==> config.mk <==
export PLATFORM = sky130hd
export DESIGN_NAME = multi_axis_homing_sequencer_flat
export DESIGN_NICKNAME = d
export VERILOG_FILES = /design/src/rtl/mahs_pkg.sv /design/src/rtl/mahs_ifs.sv /design/src/rtl/mahs_lane.sv /design/src/rtl/mahs_merge.sv /design/src/rtl/multi_axis_homing_sequencer.sv /design/src/flat_wrapper.sv
export SDC_FILE = /design/constraint.sdc
export NUM_CORES = 1
export LEC_CHECK = 0
export ABC_AREA = 1
export BUFFER_PORTS_ARGS = -buffer_cell sky130_fd_sc_hd__buf_2
export CORE_MARGIN = 4
export CORE_UTILIZATION = 30
export CTS_CLUSTER_SIZE = 10
export DETAILED_ROUTE_END_ITERATION = 6
export GPL_TIMING_DRIVEN = 0
export PLACE_DENSITY = 0.58
export SLEW_MARGIN = 5
export SYNTH_ARGS = -nofsm -noshare
export SYNTH_HDL_FRONTEND = slang
export SYNTH_SLANG_ARGS = --single-unit
==> constraint.sdc <==
create_clock -name i_clk -period 7.6 [get_ports i_clk]
set_clock_uncertainty 0.1 [all_clocks]
set_input_delay 0.76 -clock i_clk [delete_from_list [all_inputs] [get_ports i_clk]]
set_output_delay 0.76 -clock i_clk [all_outputs]
set_load 0.1 [all_outputs]
==> src/rtl/mahs_pkg.sv <==
// shared types and constants for the multi-axis homing sequencer
// no dependencies; imported by the interfaces and every module

package mahs_pkg;

    localparam int AXIS_COUNT_DEF = 4;
    localparam int FIELD_LANES    = 4;

    localparam int AXES_W  = 4;
    localparam int DIR_W   = 2;
    localparam int COUNT_W = 3;
    localparam int CFG_IDX_W  = 2;
    localparam int CFG_DATA_W = 4;

    localparam logic OP_START = 1'b0;
    localparam logic OP_TICK  = 1'b1;

    localparam logic [DIR_W-1:0] DIR_APPROACH = 2'd0;
    localparam logic [DIR_W-1:0] DIR_BACKOFF  = 2'd1;
    localparam logic [DIR_W-1:0] DIR_NONE     = 2'd2;

    localparam logic [CFG_IDX_W-1:0] CFG_INVERT_HOME  = 2'd0;
    localparam logic [CFG_IDX_W-1:0] CFG_REVERSE_HOME = 2'd1;

    typedef enum logic [2:0] {
        PH_DONE     = 3'b001,
        PH_APPROACH = 3'b010,
        PH_BACKOFF  = 3'b100
    } t_phase;

    // broadcast to every lane
    typedef struct packed {
        logic             accept;
        logic             opcode;
        logic [DIR_W-1:0] start_direction;
    } t_lane_ctl;

    // what one lane found for the current request
    typedef struct packed {
        logic active_next;
        logic step;
        logic dir_bit;
    } t_lane_res;

    typedef struct packed {
        logic [AXES_W-1:0]  step_bits;
        logic [AXES_W-1:0]  dir_out;
        logic [COUNT_W-1:0] unhomed_count;
        logic               all_homed;
    } t_res;

endpackage

==> src/rtl/mahs_ifs.sv <==
// request, result and configuration channel interfaces
// depends on mahs_pkg for field widths

interface mahs_req_if;
    import mahs_pkg::*;
    logic              valid;
    logic              ready;
    logic              opcode;
    logic [AXES_W-1:0] axes_mask;
    logic [DIR_W-1:0]  start_direction;
    logic [AXES_W-1:0] limit_bits;

    modport source(output valid, opcode, axes_mask, start_direction, limit_bits, input ready);
    modport sink(input valid, opcode, axes_mask, start_direction, limit_bits, output ready);
endinterface

interface mahs_res_if;
    import mahs_pkg::*;
    logic               valid;
    logic               ready;
    logic [AXES_W-1:0]  step_bits;
    logic [AXES_W-1:0]  dir_out;
    logic [COUNT_W-1:0] unhomed_count;
    logic               all_homed;

    modport source(output valid, step_bits, dir_out, unhomed_count, all_homed, input ready);
    modport sink(input valid, step_bits, dir_out, unhomed_count, all_homed, output ready);
endinterface

interface mahs_cfg_if;
    import mahs_pkg::*;
    logic                  valid;
    logic                  ready;
    logic [CFG_IDX_W-1:0]  idx;
    logic [CFG_DATA_W-1:0] data;

    modport source(output valid, idx, data, input ready);
    modport sink(input valid, idx, data, output ready);
endinterface

==> src/rtl/mahs_lane.sv <==
// one axis of the homing sequencer: phase register and limit switch logic
// depends on mahs_pkg

module mahs_lane (
    input  logic                  i_clk,
    input  logic                  i_rst_n,
    input  mahs_pkg::t_lane_ctl   i_ctl,
    input  logic                  i_sel,
    input  logic                  i_limit,
    input  logic                  i_invert,
    input  logic                  i_reverse,
    output mahs_pkg::t_lane_res   o_res
);
    import mahs_pkg::*;

    t_phase r_phase;
    t_phase n_phase;
    logic   w_active;
    logic   w_switch;

    assign w_active = (r_phase != PH_DONE);
    assign w_switch = i_limit ^ i_invert ^ (r_phase == PH_BACKOFF);

    always_comb begin
        n_phase = r_phase;
        case (i_ctl.opcode)
            OP_START: begin
                n_phase = PH_DONE;
                if (i_sel) begin
                    if (i_ctl.start_direction == DIR_APPROACH) begin
                        n_phase = PH_APPROACH;
                    end else if (i_ctl.start_direction == DIR_BACKOFF) begin
                        n_phase = PH_BACKOFF;
                    end
                end
            end
            OP_TICK: begin
                if (w_active && w_switch) begin
                    n_phase = PH_DONE;
                end
            end
            default: n_phase = r_phase;
        endcase
    end

    assign o_res.active_next = (n_phase != PH_DONE);
    assign o_res.step        = (i_ctl.opcode == OP_TICK) && w_active && !w_switch;
    assign o_res.dir_bit     = (n_phase == PH_BACKOFF) ^ i_reverse;

    always_ff @(posedge i_clk) begin
        if (!i_rst_n) begin
            r_phase <= PH_DONE;
        end else if (i_ctl.accept) begin
            r_phase <= n_phase;
        end
    end

endmodule

==> src/rtl/mahs_merge.sv <==
// merging stage: combines lane results, holds the direction latch and
// a two-entry result buffer; depends on mahs_pkg and mahs_ifs

module mahs_merge #(
    parameter int AXIS_COUNT = mahs_pkg::AXIS_COUNT_DEF
) (
    input  logic                                          i_clk,
    input  logic                                          i_rst_n,
    input  mahs_pkg::t_lane_ctl                           i_ctl,
    input  mahs_pkg::t_lane_res [mahs_pkg::FIELD_LANES-1:0] i_lanes,
    output logic                                          o_in_ready,
    mahs_res_if.source                                    o_res
);
    import mahs_pkg::*;

    localparam int LANES = (AXIS_COUNT < FIELD_LANES) ? AXIS_COUNT : FIELD_LANES;

    logic [COUNT_W-1:0] w_count;
    logic [AXES_W-1:0]  w_steps;
    logic [AXES_W-1:0]  w_dirs;
    logic [AXES_W-1:0]  r_dir;
    logic [AXES_W-1:0]  n_dir;
    t_res               w_new;
    t_res               r_head;
    t_res               n_head;
    t_res               r_skid;
    t_res               n_skid;
    logic               r_head_v;
    logic               n_head_v;
    logic               r_skid_v;
    logic               n_skid_v;
    logic               w_pop;

    always_comb begin
        w_count = '0;
        for (int i = 0; i < FIELD_LANES; i++) begin
            w_count = w_count + COUNT_W'(i_lanes[i].active_next);
            w_steps[i] = i_lanes[i].step;
            w_dirs[i]  = i_lanes[i].dir_bit;
        end
    end

    always_comb begin
        n_dir = r_dir;
        if (i_ctl.accept && (i_ctl.opcode == OP_START) && (w_count != '0)) begin
            n_dir = w_dirs;
        end
    end

    assign w_new.step_bits     = w_steps;
    assign w_new.dir_out       = n_dir;
    assign w_new.unhomed_count = w_count;
    assign w_new.all_homed     = (w_count == '0);

    assign w_pop = r_head_v && o_res.ready;

    always_comb begin
        n_head   = r_head;
        n_head_v = r_head_v;
        n_skid   = r_skid;
        n_skid_v = r_skid_v;
        if (w_pop) begin
            if (r_skid_v) begin
                n_head   = r_skid;
                n_skid   = w_new;
                n_skid_v = i_ctl.accept;
            end else begin
                n_head   = w_new;
                n_head_v = i_ctl.accept;
            end
        end else if (i_ctl.accept) begin
            if (!r_head_v) begin
                n_head   = w_new;
                n_head_v = 1'b1;
            end else begin
                n_skid   = w_new;
                n_skid_v = 1'b1;
            end
        end
    end

    always_ff @(posedge i_clk) begin
        if (!i_rst_n) begin
            r_head_v <= 1'b0;
            r_skid_v <= 1'b0;
            r_dir    <= '0;
        end else begin
            r_head_v <= n_head_v;
            r_skid_v <= n_skid_v;
            r_dir    <= n_dir;
        end
    end

    always_ff @(posedge i_clk) begin
        r_head <= n_head;
        r_skid <= n_skid;
    end

    assign o_in_ready          = !r_skid_v;
    assign o_res.valid         = r_head_v;
    assign o_res.step_bits     = r_head.step_bits;
    assign o_res.dir_out       = r_head.dir_out;
    assign o_res.unhomed_count = r_head.unhomed_count;
    assign o_res.all_homed     = r_head.all_homed;

    a_skid_needs_head: assert property (@(posedge i_clk) disable iff (!i_rst_n)
        r_skid_v |-> r_head_v)
        else $error("skid entry held without a head entry");

    a_homed_matches_count: assert property (@(posedge i_clk) disable iff (!i_rst_n)
        r_head_v |-> (r_head.all_homed == (r_head.unhomed_count == '0)))
        else $error("all_homed disagrees with unhomed_count");

    a_count_in_range: assert property (@(posedge i_clk) disable iff (!i_rst_n)
        r_head_v |-> (r_head.unhomed_count <= COUNT_W'(LANES)))
        else $error("unhomed_count exceeds the number of lanes");

    a_start_no_steps: assert property (@(posedge i_clk) disable iff (!i_rst_n)
        (i_ctl.accept && (i_ctl.opcode == OP_START)) |-> (w_steps == '0))
        else $error("step requested on a start request");

endmodule

==> src/rtl/multi_axis_homing_sequencer.sv <==
// top level of the multi-axis homing sequencer: configuration registers,
// one lane per axis and the merging stage; depends on mahs_pkg and mahs_ifs

// Takes one request per clock while the buffer has room and gives exactly one
// result per request; the result is offered in the cycle after the request is
// taken, or later when older results still wait on the result channel. Every
// axis lane updates its phase in that same cycle, so requests may follow each
// other with no gap; a two-entry result buffer lets one request in while a
// result still waits, and the request channel only stalls when both entries
// are full. The configuration channel is always ready and a write lands at
// its handshake edge; writes to an index beyond the two registers are dropped.

module multi_axis_homing_sequencer #(
    parameter int AXIS_COUNT = mahs_pkg::AXIS_COUNT_DEF
) (
    input  logic        i_clk,
    input  logic        i_rst_n,
    mahs_req_if.sink    i_req,
    mahs_cfg_if.sink    i_cfg,
    mahs_res_if.source  o_res
);
    import mahs_pkg::*;

    localparam int LANES = (AXIS_COUNT < FIELD_LANES) ? AXIS_COUNT : FIELD_LANES;

    logic [AXES_W-1:0]            r_invert;
    logic [AXES_W-1:0]            r_reverse;
    logic                         w_in_ready;
    t_lane_ctl                    w_ctl;
    t_lane_res [FIELD_LANES-1:0]  w_lanes;

    assign i_cfg.ready = 1'b1;

    always_ff @(posedge i_clk) begin
        if (!i_rst_n) begin
            r_invert  <= '0;
            r_reverse <= '0;
        end else if (i_cfg.valid) begin
            case (i_cfg.idx)
                CFG_INVERT_HOME:  r_invert  <= i_cfg.data[AXES_W-1:0];
                CFG_REVERSE_HOME: r_reverse <= i_cfg.data[AXES_W-1:0];
                default: ;
            endcase
        end
    end

    assign i_req.ready           = w_in_ready;
    assign w_ctl.accept          = i_req.valid && w_in_ready;
    assign w_ctl.opcode          = i_req.opcode;
    assign w_ctl.start_direction = i_req.start_direction;

    for (genvar g = 0; g < FIELD_LANES; g++) begin : g_lane
        if (g < LANES) begin : g_used
            mahs_lane u_lane (
                .i_clk     (i_clk),
                .i_rst_n   (i_rst_n),
                .i_ctl     (w_ctl),
                .i_sel     (i_req.axes_mask[g]),
                .i_limit   (i_req.limit_bits[g]),
                .i_invert  (r_invert[g]),
                .i_reverse (r_reverse[g]),
                .o_res     (w_lanes[g])
            );
        end else begin : g_unused
            assign w_lanes[g] = '0;
        end
    end

    mahs_merge #(
        .AXIS_COUNT (AXIS_COUNT)
    ) u_merge (
        .i_clk      (i_clk),
        .i_rst_n    (i_rst_n),
        .i_ctl      (w_ctl),
        .i_lanes    (w_lanes),
        .o_in_ready (w_in_ready),
        .o_res      (o_res)
    );

endmodule
==> src/flat_wrapper.sv <==
// flat-port wrapper written by rule: the top's interface ports become plain ports
module multi_axis_homing_sequencer_flat import mahs_pkg::*;
#(
    parameter int AXIS_COUNT = mahs_pkg::AXIS_COUNT_DEF
)
  (i_clk, i_rst_n, i_req_valid, i_req_opcode, i_req_axes_mask, i_req_start_direction, i_req_limit_bits, i_req_ready, i_cfg_valid, i_cfg_idx, i_cfg_data, i_cfg_ready, o_res_valid, o_res_step_bits, o_res_dir_out, o_res_unhomed_count, o_res_all_homed, o_res_ready);
  mahs_req_if i_req_i ();
  mahs_cfg_if i_cfg_i ();
  mahs_res_if o_res_i ();
  input  logic i_clk;
  input  logic i_rst_n;
  input wire logic [$bits(i_req_i.valid)-1:0] i_req_valid;
  input wire logic [$bits(i_req_i.opcode)-1:0] i_req_opcode;
  input wire logic [$bits(i_req_i.axes_mask)-1:0] i_req_axes_mask;
  input wire logic [$bits(i_req_i.start_direction)-1:0] i_req_start_direction;
  input wire logic [$bits(i_req_i.limit_bits)-1:0] i_req_limit_bits;
  output wire logic [$bits(i_req_i.ready)-1:0] i_req_ready;
  input wire logic [$bits(i_cfg_i.valid)-1:0] i_cfg_valid;
  input wire logic [$bits(i_cfg_i.idx)-1:0] i_cfg_idx;
  input wire logic [$bits(i_cfg_i.data)-1:0] i_cfg_data;
  output wire logic [$bits(i_cfg_i.ready)-1:0] i_cfg_ready;
  output wire logic [$bits(o_res_i.valid)-1:0] o_res_valid;
  output wire logic [$bits(o_res_i.step_bits)-1:0] o_res_step_bits;
  output wire logic [$bits(o_res_i.dir_out)-1:0] o_res_dir_out;
  output wire logic [$bits(o_res_i.unhomed_count)-1:0] o_res_unhomed_count;
  output wire logic [$bits(o_res_i.all_homed)-1:0] o_res_all_homed;
  input wire logic [$bits(o_res_i.ready)-1:0] o_res_ready;
  assign i_req_i.valid = i_req_valid;
  assign i_req_i.opcode = i_req_opcode;
  assign i_req_i.axes_mask = i_req_axes_mask;
  assign i_req_i.start_direction = i_req_start_direction;
  assign i_req_i.limit_bits = i_req_limit_bits;
  assign i_req_ready = i_req_i.ready;
  assign i_cfg_i.valid = i_cfg_valid;
  assign i_cfg_i.idx = i_cfg_idx;
  assign i_cfg_i.data = i_cfg_data;
  assign i_cfg_ready = i_cfg_i.ready;
  assign o_res_valid = o_res_i.valid;
  assign o_res_step_bits = o_res_i.step_bits;
  assign o_res_dir_out = o_res_i.dir_out;
  assign o_res_unhomed_count = o_res_i.unhomed_count;
  assign o_res_all_homed = o_res_i.all_homed;
  assign o_res_i.ready = o_res_ready;
  multi_axis_homing_sequencer #(.AXIS_COUNT(AXIS_COUNT)) u_core (.i_clk(i_clk), .i_rst_n(i_rst_n), .i_req(i_req_i), .i_cfg(i_cfg_i), .o_res(o_res_i));
endmodule
# [Word-level counts from Yosys, hierarchy flattened]
# Cells that the tools add are included.
# Widths: inputs -> output; s select.
[totals] mem_count=0 mem_bits_rw=0 register_bits=50 latchBits=0 romBits=0 output_inout_bits=15
[classes] bitwise=13 muxes=30 magnitude_cmp=0 n_shift=0 n_mul=0 div_mod_pow=0 n_addsub=3 reduce_logical=33 n_eq_ne=21
[op_table] cell="$mux 12" count=8
[op_table] cell="$mux 3" count=10
[op_table] cell="$eq 3x3->1 const B" count=8
[op_table] cell="$ne 3x1->1 const B" count=8
[op_table] cell="$pmux 3 s2" count=4
[op_table] cell="$logic_and 1x1->1" count=16
[op_table] cell="$xor 1x1->1" count=12
[op_table] cell="$reduce_and 2->1" count=5
[op_table] cell="$mux 1" count=7
[op_table] cell="$logic_not 1->1" count=5
[op_table] cell="$eq 2x1->1 const B" count=2
[op_table] cell="$logic_not 2->1" count=2
[op_table] cell="$mux 4" count=1
[op_table] cell="$ne 2x2->1 const B" count=2
[op_table] cell="$reduce_bool 2->1" count=2
[op_table] cell="$add 2x1->3" count=1
[op_table] cell="$add 3x1->3" count=1
[op_table] cell="$logic_not 3->1" count=1
[op_table] cell="$reduce_and 3->1" count=1
[op_table] cell="$reduce_bool 3->1" count=1
[op_table] cell="$add 1x1->2" count=1
[op_table] cell="$ne 2x1->1 const B" count=1
[op_table] cell="$not 1->1" count=1

# [Longest topological paths before layout]
# Gate-level depths: netlist of run 1.
[logic_depth] depth_word=15 depth_mapped=19 ltp_nobuf=19

# [By module]
# A second synthesis of run 1 with hierarchy kept.
[unflattened] cells_unflattened=399 area_unflattened_um2=2841.5
[modules_own_cells] module="mahs_merge" area_per_inst_um2=1325.0 seq_area_each_um2=840.8 cells_each=122 instances=1
[modules_own_cells] module="mahs_lane" area_per_inst_um2=281.5 seq_area_each_um2=60.1 cells_each=55 instances=4
[modules_own_cells] module="multi_axis_homing_sequencer" area_per_inst_um2=390.4 seq_area_each_um2=160.2 cells_each=57 instances=1

# [Least setup slack after synthesis of run 1]
# OpenSTA, ideal clock, no wires.
[synth_path] path_kind="input port to flip-flop" from="in i_req_opcode" to="reg u_core.u_merge.r_head (netlist bit u_core.u_merge.o_res.dir_out[1]), data pin" n_path_buf=2 setup_slack_ns=4.139 cell_stages=14 t_arrival_ns=3.104 setup_time_ns=0.257 t_required_ns=7.243 path_cell_list="buf_4 > buf_2 > nand3_1 > nand2_1 > nor2_1 > nand2_1 > fa_1 > ha_1 > ha_1 > nor3_2 > nor3_2 > or2_2 > nand2_2 > a21oi_2"
[synth_rtl] element="start, declared" line="flat_wrapper.sv:13" source="input wire logic [$bits(i_req_i.opcode)-1:0] i_req_opcode;"
[synth_rtl] element="end signal, assigned" line="mahs_merge.sv:95" source="r_head <= n_head;"
[synth_rtl] element="end, declared" line="mahs_merge.sv:24" source="t_res r_head;"

==> metrics.txt, run 1 <==
Setup CP Type=primary input to flip-flop; total power draw=715 uW; IR drop worst, VDD=about 110 uV; Post-CTS Hold Buffers=0; TritonRoute pass-1 iters=5; Synthesis Warnings=0; Syn Area/Cell=approximately 7.7 sq um; FMAX=approximately 270 MHz; CTS max path bufs=2; share of flip-flops with an asynchronous set or reset=0%; CTS Buf Count=5; via count=roughly 2300; core box area=a little under 0.009 sq mm; FP Rows=34; Synth Net Count=between 300 and 400; Yosys top cell by area=edfxtp_1; max-slew violation count=0; status=completed; RSZ-0062 raised after global routing=false; Pleak=roughly 1.5 nW; Critical Path RT=approximately 7.6 ns; ys flop type=dfxtp_1; largest net degree at the start of global routing=17; CP Cell Sequence=buf_2 -> inv_1 -> nor2_1 -> nand3_1 -> nand2_1 -> nor2_1 -> nand2_1 -> fa_1 -> ha_1 -> ha_1 -> nor3_2 -> nor3_2 -> nand3_1 -> nand2_2 -> a21oi_2; CP Capture Type=flip-flop; P&R area growth vs syn=15.1%; Crit path max-delay family=simple AND/OR/NAND/NOR gates; CTS clk-pin slew, worst paths=roughly 0.090 ns; Crit Path Max Fanout=8; NumNets Final=411; IO Port Bufs=34; PD cells=about 230 mW/mm^2; Initial Util=about 31%; fin crit share=48.4%; WL/cell=11.9 um; count of different cell masters after synthesis=29; Die Footprint=~0.010 sq mm; Detail Route Antenna Nets=0; Hold Crit Class=flip-flop to flip-flop; Synth top area share=a little over a quarter; Final Hold Viols=0; vias in the first global route=just over 2000; overall routed net length=approximately 6000 um; Post-DP HPWL=approximately 4500 um; worst reg2reg path depth=17; Rel. slew slack=between 20% and 30%; post_cts resized=0; Final Wtd Congestion=0.874; drt initial violations=96; clock tree sinks=50; Arr. time, crit path=3.64 ns; fill count=between 900 and 1000; first-pass GRT wire length=9580 um; GRT Util Overall=approximately an eighth; DRC=0; worst slew pin tran=approximately 1.1 ns; Congestion Overflow GR=0; worst hold stages=2; #FFs+latches synth=50; post-synthesis sequential area ratio=~46%; Synth Instances=345; io pins=37; Worst Path Buf+Inv=2; initial antenna violation count=0; synth top area cells=edfxtp_1 (27%), dfxtp_1 (19%), nand2_1 (14%), inv_1 (5.5%), nand3_1 (4.7%); setup tns final=0 ns; Tmin final=3.68 ns; layout cell share with drive strength beyond 1=approximately a quarter; # setup viols final=0; Die H=102 um; number of H-tree levels=2; Netlist Area Pre-Place=~0.0027 sq mm; Critical Path Max Stage Delay=0.50 ns; MaxCap Viol Count=0; worst skew pair latency=about 0.3 ns; Setup Buffers After CTS=0; Root Driver=clkbuf_8; CP Launch Type=primary input; CTS tree=built; Ant. Diodes=0; Die W=~100 um; Critical Path Slowest Stage Cell=nor3_2; Via density=about 4.6; Post-synth EDFFs=24; Levels on crit path=15
-- stage by stage --
| stage | cell area (sq um) | setup WS, ns | cells | util (%) | hold slack, ns |
|---|---|---|---|---|---|
| detailed placement | 2980 | 3.64 | 487 | 34.3 | 0.363 |
| global placement | 2980 | 3.69 | 487 | 34.3 | 0.360 |
| floorplan | 2670 | 4.14 | 345 | - | 0.343 |
| global route | 3070 | 3.71 | 495 | 35.4 | 0.414 |
| finish | 3070 | 3.92 | 495 | 35.4 | 0.373 |
| CTS | 3070 | 3.97 | 495 | 35.4 | 0.377 |
-- routing by layer --
layer  up-vias  GRT usage [%]  part of all wire [%]
li1       1189              -                     -
met1       986           16.3                    50
met2        64           18.1                    43
met3        14           2.53                   5.5
met4         0           3.53                   1.4
met5         -              0                     0
-- where the power goes --
part	total (mW)	switching (mW)	internal, mW
logic	0.221	0.169	0.0519
registers	0.327	0.0104	0.316
clock network	0.168	0.0927	0.0751
total	0.715	0.272	0.443
-- state kept, by name, summed over array words and instances, names as in the netlist --
signal,flops
u_core.g_lane.g_used.u_lane.r_phase,12
u_core.r_invert,4
u_core.r_reverse,4
u_core.u_merge.o_res.all_homed,1
u_core.u_merge.o_res.dir_out,4
u_core.u_merge.o_res.step_bits,4
u_core.u_merge.o_res.unhomed_count,3
u_core.u_merge.o_res.valid,1
u_core.u_merge.r_dir,4
u_core.u_merge.r_skid,12
u_core.u_merge.r_skid_v,1
-- cell usage after synthesis (3+ instances only) --
cell,instances
a21oi_2,4
buf_2,3
a21oi_1,20
nand2_1,97
nand4_1,4
edfxtp_1,24
clkbuf_1,3
a21oi_4,3
and3_1,3
nor2_1,21
inv_1,39
o211ai_1,4
o21ai_0,18
nand3_2,6
nand3_1,25
nand2_2,14
dfxtp_1,26
inv_2,15
-- cell usage in the layout (no fill, tap or decap), types with 4 or more instances in the layout --
cell / count
a21oi_1: 20
a21oi_2: 4
buf_2: 37
clkbuf_8: 6
dfxtp_1: 26
edfxtp_1: 24
inv_1: 39
inv_2: 15
nand2_1: 97
nand2_2: 14
nand3_1: 25
nand3_2: 6
nand4_1: 4
nor2_1: 21
o211ai_1: 4
o21ai_0: 17
-- logic make-up (layout without fill, tap and decap cells) --
| logic type | Yosys count | in the layout | synth area share, % |
|---|---|---|---|
| buffers and inverters | 63 | 105 | 9.37 |
| AND/OR/NAND/NOR | 179 | 179 | 30.9 |
| other | 1 | 1 | 0.140 |
| flip-flops | 50 | 50 | 46.5 |
| adder cells (fa/ha/maj) | 3 | 3 | 1.69 |
| AO/OA/AOI/OAI | 49 | 49 | 11.4 |
-- final timing paths --
| check | from | slack (ns) | end |
|---|---|---|---|
| worst max-delay path | i_req_start_direction[0] | 3.92 | u_core.u_merge.o_res.dir_out[1] |
| worst min-delay path | u_core.r_reverse[0] | 0.37 | u_core.r_reverse[0] |
| worst max register to register | u_core.r_invert[3] | 4.11 | u_core.u_merge.o_res.dir_out[1] |
| worst min register to register | u_core.r_reverse[0] | 0.37 | u_core.r_reverse[0] |
-- tightest hold or removal path, stage by stage (launching register included) --
cell,delay [ns]
dfxtp_1,0.32
inv_1,0.06
a21oi_1,0.05
-- cell type report --
class | count | area (sq um) | share of cell area (%)
Sequential cell | 50 | 1240 | 40.4
Clock inverter | 2 | 16.3 | 0.529
Inverter | 55 | 209 | 6.80
Timing Repair Buffer | 34 | 170 | 5.54
Clock buffer | 6 | 82.6 | 2.69
Tap cell | 108 | 135 | 4.40
Buffer | 8 | 41.3 | 1.34
Multi-Input combinational cell | 232 | 1180 | 38.3
Note: power is estimated with default switching activity, not from simulation.
==> run 2, diff against run 1 <==
--- a/config.mk
+++ b/config.mk
@@ -12,7 +12,7 @@
 export CTS_CLUSTER_SIZE = 10
 export DETAILED_ROUTE_END_ITERATION = 6
 export GPL_TIMING_DRIVEN = 0
-export PLACE_DENSITY = 0.58
+export PLACE_DENSITY = 0.6
 export SLEW_MARGIN = 5
 export SYNTH_ARGS = -nofsm -noshare
 export SYNTH_HDL_FRONTEND = slang
==> constraint.sdc (replaced) <==
create_clock -name i_clk -period 3.1 [get_ports i_clk]
set_clock_uncertainty 0.1 [all_clocks]
set_input_delay 0.31 -clock i_clk [delete_from_list [all_inputs] [get_ports i_clk]]
set_output_delay 0.31 -clock i_clk [all_outputs]
set_load 0.1 [all_outputs]
==> run 2 against run 1 <==
Against the previous run: total power rose to 2.7 times the previous value; clock-buffer cell count fell by 1; critical path type is now flip-flop to flip-flop; critical endpoint is now u_core.u_merge.o_res.dir_out[0]; design area rose by 7.3%; clock power rose to 2.9 times the previous value; hold slack got worse by 0.20 ns; sequential power rose by 150%; flip-flop and latch count did not move.
==> metrics.txt, run 2 (synthesized netlist as in run 1, its figures left out) <==
Crit Path Max Fanout=4 (-4); TritonRoute pass-1 iters=4 (-1); Ant. Diodes=0 (unchanged); vias in the first global route=2043 (-1.0%); GRT Util Overall=11.8% (+0.12 points); CP Capture Type=flip-flop; worst slew pin tran=1.13 ns (+0.0114 ns); RSZ-0062 raised after global routing=true; drt initial violations=135 (+41%); DRC=0 (unchanged); MaxCap Viol Count=0 (unchanged); Initial Util=30.8% (unchanged); most common cell after layout, fill and taps aside=nand2_1; core box area=0.00868 sq mm (unchanged); Hold Crit Class=primary input to flip-flop; Final Wtd Congestion=0.871 (-0.35%); CTS clk-pin slew, worst paths=0.10 ns (about the same); setup tns final=0 ns (unchanged); P&R area growth vs syn=23.6%; Min-Delay Startpoint=i_req_valid; io pins=37 (unchanged); Die H=102 um (unchanged); initial antenna violation count=0 (unchanged); setup ws final=0.0235 ns (-3.90 ns); NumNets Final=420 (+2.2%); Pleak=1.57 nW (+5.0%); CTS max path bufs=2 (unchanged); FP Rows=34 (unchanged); Post-DP HPWL=4530 um (+0.19%); Tmin final=3.08 ns; commonest non-fill, non-tap cells in the layout=nand2_1 (91), inv_1 (38), buf_2 (37), edfxtp_1 (24), a21oi_1 (20); RR Startpoint=u_core.g_lane[2].g_used.u_lane.r_phase[2]; Post-CTS Hold Buffers=0 (unchanged); FMAX=between 300 and 400 MHz; PD cells=579 mW/mm^2 (+150%); hold slack final=0.170 ns (-0.203 ns); CTS Buf Count=5 (unchanged); fill count=904 (-3.8%); Util after Layout=38.0% (+2.6 points); clock tree sinks=50 (unchanged); first-pass GRT wire length=9530 um (-0.58%); largest net degree at the start of global routing=18 (+1); post-route cell area=0.00330 sq mm (+7.3%); number of H-tree levels=2 (unchanged); Setup CP Type=flip-flop to flip-flop; WL/cell=12.1 um (+1.5%); DP Area=0.00298 sq mm (unchanged); overall routed net length=6090 um (+3.3%); layout cell share with drive strength beyond 1=34.1% (+9.3 points); Congestion Overflow GR=0 (unchanged); Final Hold Viols=0 (unchanged); # setup viols final=0 (unchanged); max-slew violation count=0 (unchanged); Rel. slew slack=24.5% (-0.76 points); CTS tree=built; via count=2302 (+2.2%); IR drop worst, VDD=229 uV (+100%); IO Port Bufs=34 (unchanged); Arr. time, crit path=3.05 ns (-0.59 ns); worst skew pair latency=0.31 ns (about the same); pre-CTS setup slack=-0.405 ns (-4.04 ns); Root Driver=clkbuf_8; Critical Path RT=3.07 ns (-4.50 ns); Detail Route Antenna Nets=0 (unchanged); CP Launch Type=flip-flop; fin crit share=99.2%; status=completed; CP Launch Point=u_core.g_lane[2].g_used.u_lane.r_phase[2]; Largest regs=u_core.g_lane.g_used.u_lane.r_phase x12, u_core.u_merge.r_skid x12; Die Footprint=0.0105 sq mm (unchanged); Via density=4.57 (+0.35%); Die W=102 um (unchanged)
[run 2: cell count changes in the layout (fill, tap and decap cells not counted), sizes merged]
cell,change
clkinv,+1
clkinvlp,-1
clkbuf,-1
buf,+9
bufinv,+1
[run 2: timing repair]
item,in CTS,in global routing
setup buffers,6,4
hold endpoints to repair,0,0
gates cloned,0,0
endpoints found under the setup margin,12,11
gates resized for setup,16,21
pin swaps,11,6
[run 2: layout make-up]
type                            count  area, sq um  area share [%]
Sequential cell                    50         1250            38.0
Buffer                              8         41.3            1.25
Tap cell                          108          135            4.10
Clock buffer                        5         68.8            2.09
Multi-Input combinational cell    232         1290            39.1
Inverter                           55          209            6.33
Timing Repair Buffer               43          254            7.70
Clock inverter                      3         47.5            1.44
[run 2: final timing paths]
kind / endpoint / slack (ns) / depth (start not counted)
min reg2reg: u_core.r_reverse[0] / 0.38 / 2
max: u_core.u_merge.o_res.dir_out[0] / 0.02 / 16
max reg2reg: u_core.u_merge.o_res.dir_out[0] / 0.02 / 16
min: u_core.u_merge.r_skid_v / 0.17 / 3
[run 2: power by group]
group / switching (mW) / total (mW) / leakage, nW / internal, mW
Combinational: 0.446 / 0.629 / 1.06 / 0.183
Clock: 0.234 / 0.479 / 0.0587 / 0.245
Sequential: 0.0257 / 0.803 / 0.450 / 0.778
Total: 0.706 / 1.91 / 1.57 / 1.21
[run 2: critical path, cell delays in order (launching register included)]
cell     delay, ns
dfxtp_1       0.41
nand3_1       0.11
nand2_2       0.10
nand2_2       0.09
nand3_2       0.07
nand2_2       0.07
nor2_2        0.10
nand2_1       0.07
fa_1          0.54
ha_2          0.20
ha_4          0.22
nor3_4        0.16
nor3_4        0.08
buf_12        0.13
or2_1         0.22
nand2_2       0.10
a21oi_2       0.05
[run 2: stage by stage]
stage / std cells / total power, mW
global placement: 487 / 1.35
detailed placement: 487 / 1.36
floorplan: 345 / 1.25
global route: 504 / 2.00
CTS: 500 / 1.90
finish: 504 / 1.91
[run 2: routing by layer]
metal  track usage [%]  part of all wire, %  vias up
met5                 0                    0        -
met4              3.73                  1.3        0
met3              2.66                  6.1        7
met2              18.9                   46       62
met1              15.8                   47     1022
li1                  -                    -     1211
==> run 3, diff against run 2 <==
--- a/config.mk
+++ b/config.mk
@@ -12,7 +12,7 @@
 export CTS_CLUSTER_SIZE = 10
 export DETAILED_ROUTE_END_ITERATION = 6
 export GPL_TIMING_DRIVEN = 0
-export PLACE_DENSITY = 0.6
+export PLACE_DENSITY = 0.58
 export SLEW_MARGIN = 5
 export SYNTH_ARGS = -nofsm -noshare
 export SYNTH_HDL_FRONTEND = slang
==> constraint.sdc (replaced) <==
create_clock -name i_clk -period 3.5 [get_ports i_clk]
set_clock_uncertainty 0.1 [all_clocks]
set_input_delay 0.35 -clock i_clk [delete_from_list [all_inputs] [get_ports i_clk]]
set_output_delay 0.35 -clock i_clk [all_outputs]
set_load 0.1 [all_outputs]
==> run 3 against run 2 <==
Against the previous run: first-iteration DRC count down 33%; sequential power down 12%; fmax down 5.1%; worst setup slack better by 0.23 ns.
==> metrics.txt, run 3 (synthesized netlist as in run 1, its figures left out) <==
via count=2217 (-3.7%); io pins=37 (unchanged); Via density=4.45 (-2.5%); initial antenna violation count=0 (unchanged); Hold Crit Class=primary input to flip-flop; commonest non-fill, non-tap cells in the layout=nand2_1 (97), inv_1 (39), buf_2 (37), dfxtp_1 (25); Gate power share=32.3% (-0.6 points); number of H-tree levels=2 (unchanged); largest net degree at the start of global routing=17 (-1); Pleak=1.51 nW (-3.6%); Die W=102 um (unchanged); MaxCap Viol Count=0 (unchanged); CTS clk-pin slew, worst paths=0.09 ns (about the same); GRT Util Overall=11.7% (-0.12 points); fin crit share=92.7% (-6.6 points); clock power share=22.9% (-2.2 points); CTS Buf Count=5 (unchanged); sw power=600 uW (-15%); # setup viols final=0 (unchanged); Root Driver=clkbuf_8; Largest regs=u_core.g_lane.g_used.u_lane.r_phase x12, u_core.u_merge.r_skid x12; DRC=0 (unchanged); worst skew pair latency=0.30 ns (about the same); Initial Util=30.8% (unchanged); Post-DP HPWL=4520 um (-0.19%); Ant. Diodes=0 (unchanged); Final Wtd Congestion=0.874 (+0.36%); first-pass GRT wire length=9580 um (+0.59%); CP Launch Type=flip-flop; hold slack final=0.198 ns (+0.0280 ns); IO Port Bufs=34 (unchanged); drt initial violations=90 (-33%); Die Footprint=0.0105 sq mm (unchanged); Rel. slew slack=25.7% (+1.2 points); overall routed net length=5870 um (-3.6%); layout cell share with drive strength beyond 1=26.2% (-7.9 points); Final Hold Viols=0 (unchanged); Post-CTS Hold Buffers=0 (unchanged); switching share of power=37.9% (+0.97 points); worst slew pin tran=1.11 ns (-0.0185 ns); Arr. time, crit path=3.21 ns (+0.16 ns); Die H=102 um (unchanged); IR drop worst, VDD=242 uV (+5.7%); FMAX=308 MHz (-5.1%); WL/cell=11.8 um (-2.4%); max-slew violation count=0 (unchanged); core box area=0.00868 sq mm (unchanged); clock tree sinks=50 (unchanged); Setup CP Type=flip-flop to flip-flop; Detail Route Antenna Nets=0 (unchanged); most common cell after layout, fill and taps aside=nand2_1; P&R area growth vs syn=17.2%; DP Area=0.00298 sq mm (unchanged); post-route cell area=0.00313 sq mm (-5.2%); Critical Path RT=3.46 ns (+0.39 ns); Util after Layout=36.0% (-2.0 points); TritonRoute pass-1 iters=4 (unchanged); CP Capture Type=flip-flop; NumNets Final=414 (-1.4%); CTS max path bufs=2 (unchanged); P_int=983 uW (-18%); CTS tree=built; Flop pwr share=44.8% (+2.8 points); Crit Path Max Fanout=6 (+2); vias in the first global route=2064 (+1.0%); PD cells=506 mW/mm^2 (-13%); status=completed; Congestion Overflow GR=0 (unchanged); Tmin final=3.24 ns (+0.167 ns); FP Rows=34 (unchanged)
==> run 3: cell types whose count changed in the layout (fill, tap and decap cells not counted), sizes merged <==
| cell | previous run | this run |
|---|---|---|
| clkinv | 1 | 0 |
| buf | 48 | 42 |
| clkinvlp | 0 | 1 |
| bufinv | 1 | 0 |
| clkbuf | 8 | 9 |
==> run 3: final cells by class <==
cell class / instances / area [sq um]
clock inverter: 2 / 16.3
multi-input combinational: 232 / 1210
buffer: 8 / 41.3
fill: 936 / 5550
sequential: 50 / 1240
tap: 108 / 135
inverter: 55 / 209
timing repair buffer: 37 / 193
clock buffer: 6 / 82.6
==> run 3: per-layer routing <==
layer	global-route usage (%)	vias up	part of all wire [%]
li1	-	1191	-
met1	16.3	971	49
met2	18.1	46	45
met3	2.53	9	5.0
met4	3.53	0	1.1
met5	0	-	0
==> run 3: critical path: stages, from the launching register on <==
cell and delay (ns):
dfxtp_1 0.37, inv_2 0.06, nand2_1 0.05, nand2_1 0.05, nand2_1 0.09, nand3_2 0.11, nand2_1 0.09, nand2_2 0.07
nor2_1 0.09, nand2_1 0.08, fa_1 0.48, ha_1 0.24, ha_4 0.24, nor3_4 0.20, nor3_4 0.07, buf_4 0.16
or2_2 0.28, nand2_2 0.10, a21oi_2 0.06
==> run 3: path summary, 6_finish.rpt <==
check	slack (ns)	start	cells past startpoint	end
setup / recovery	0.26	u_core.r_invert[3]	18	u_core.u_merge.o_res.dir_out[3]
hold / removal	0.20	i_req_valid	3	u_core.u_merge.r_skid_v
setup reg to reg	0.26	u_core.r_invert[3]	18	u_core.u_merge.o_res.dir_out[3]
hold reg to reg	0.37	u_core.r_reverse[0]	2	u_core.r_reverse[0]
==> run 3: repair_timing <==
| action | 4_1_cts | 5_1_grt |
|---|---|---|
| setup buffers | 0 | 3 |
| gates resized for setup | 0 | 5 |
| endpoints found under the setup margin | 0 | 11 |
| endpoints found under the hold margin | 0 | 0 |
==> run 3: power groups by stage <==
stage               Combinational (mW)  Clock, mW  Sequential (mW)
floorplan                        0.211          0            0.900
global placement                 0.473          0            0.721
detailed placement               0.478          0            0.723
CTS                              0.480      0.373            0.709
global route                     0.554      0.395            0.715
finish                           0.511      0.363            0.709
==> run 3: per-stage QoR <==
step | instances | setup TNS [ns] | setup WS (ns) | power (mW)
finish | 498 | 0 | 0.257 | 1.58
global route | 498 | -0.0162 | -0.0124 | 1.66
CTS | 495 | 0 | 0.0492 | 1.56
detailed placement | 487 | -0.0851 | -0.0505 | 1.20
global placement | 487 | -0.00468 | -0.00468 | 1.19
floorplan | 345 | 0 | 0.449 | 1.11
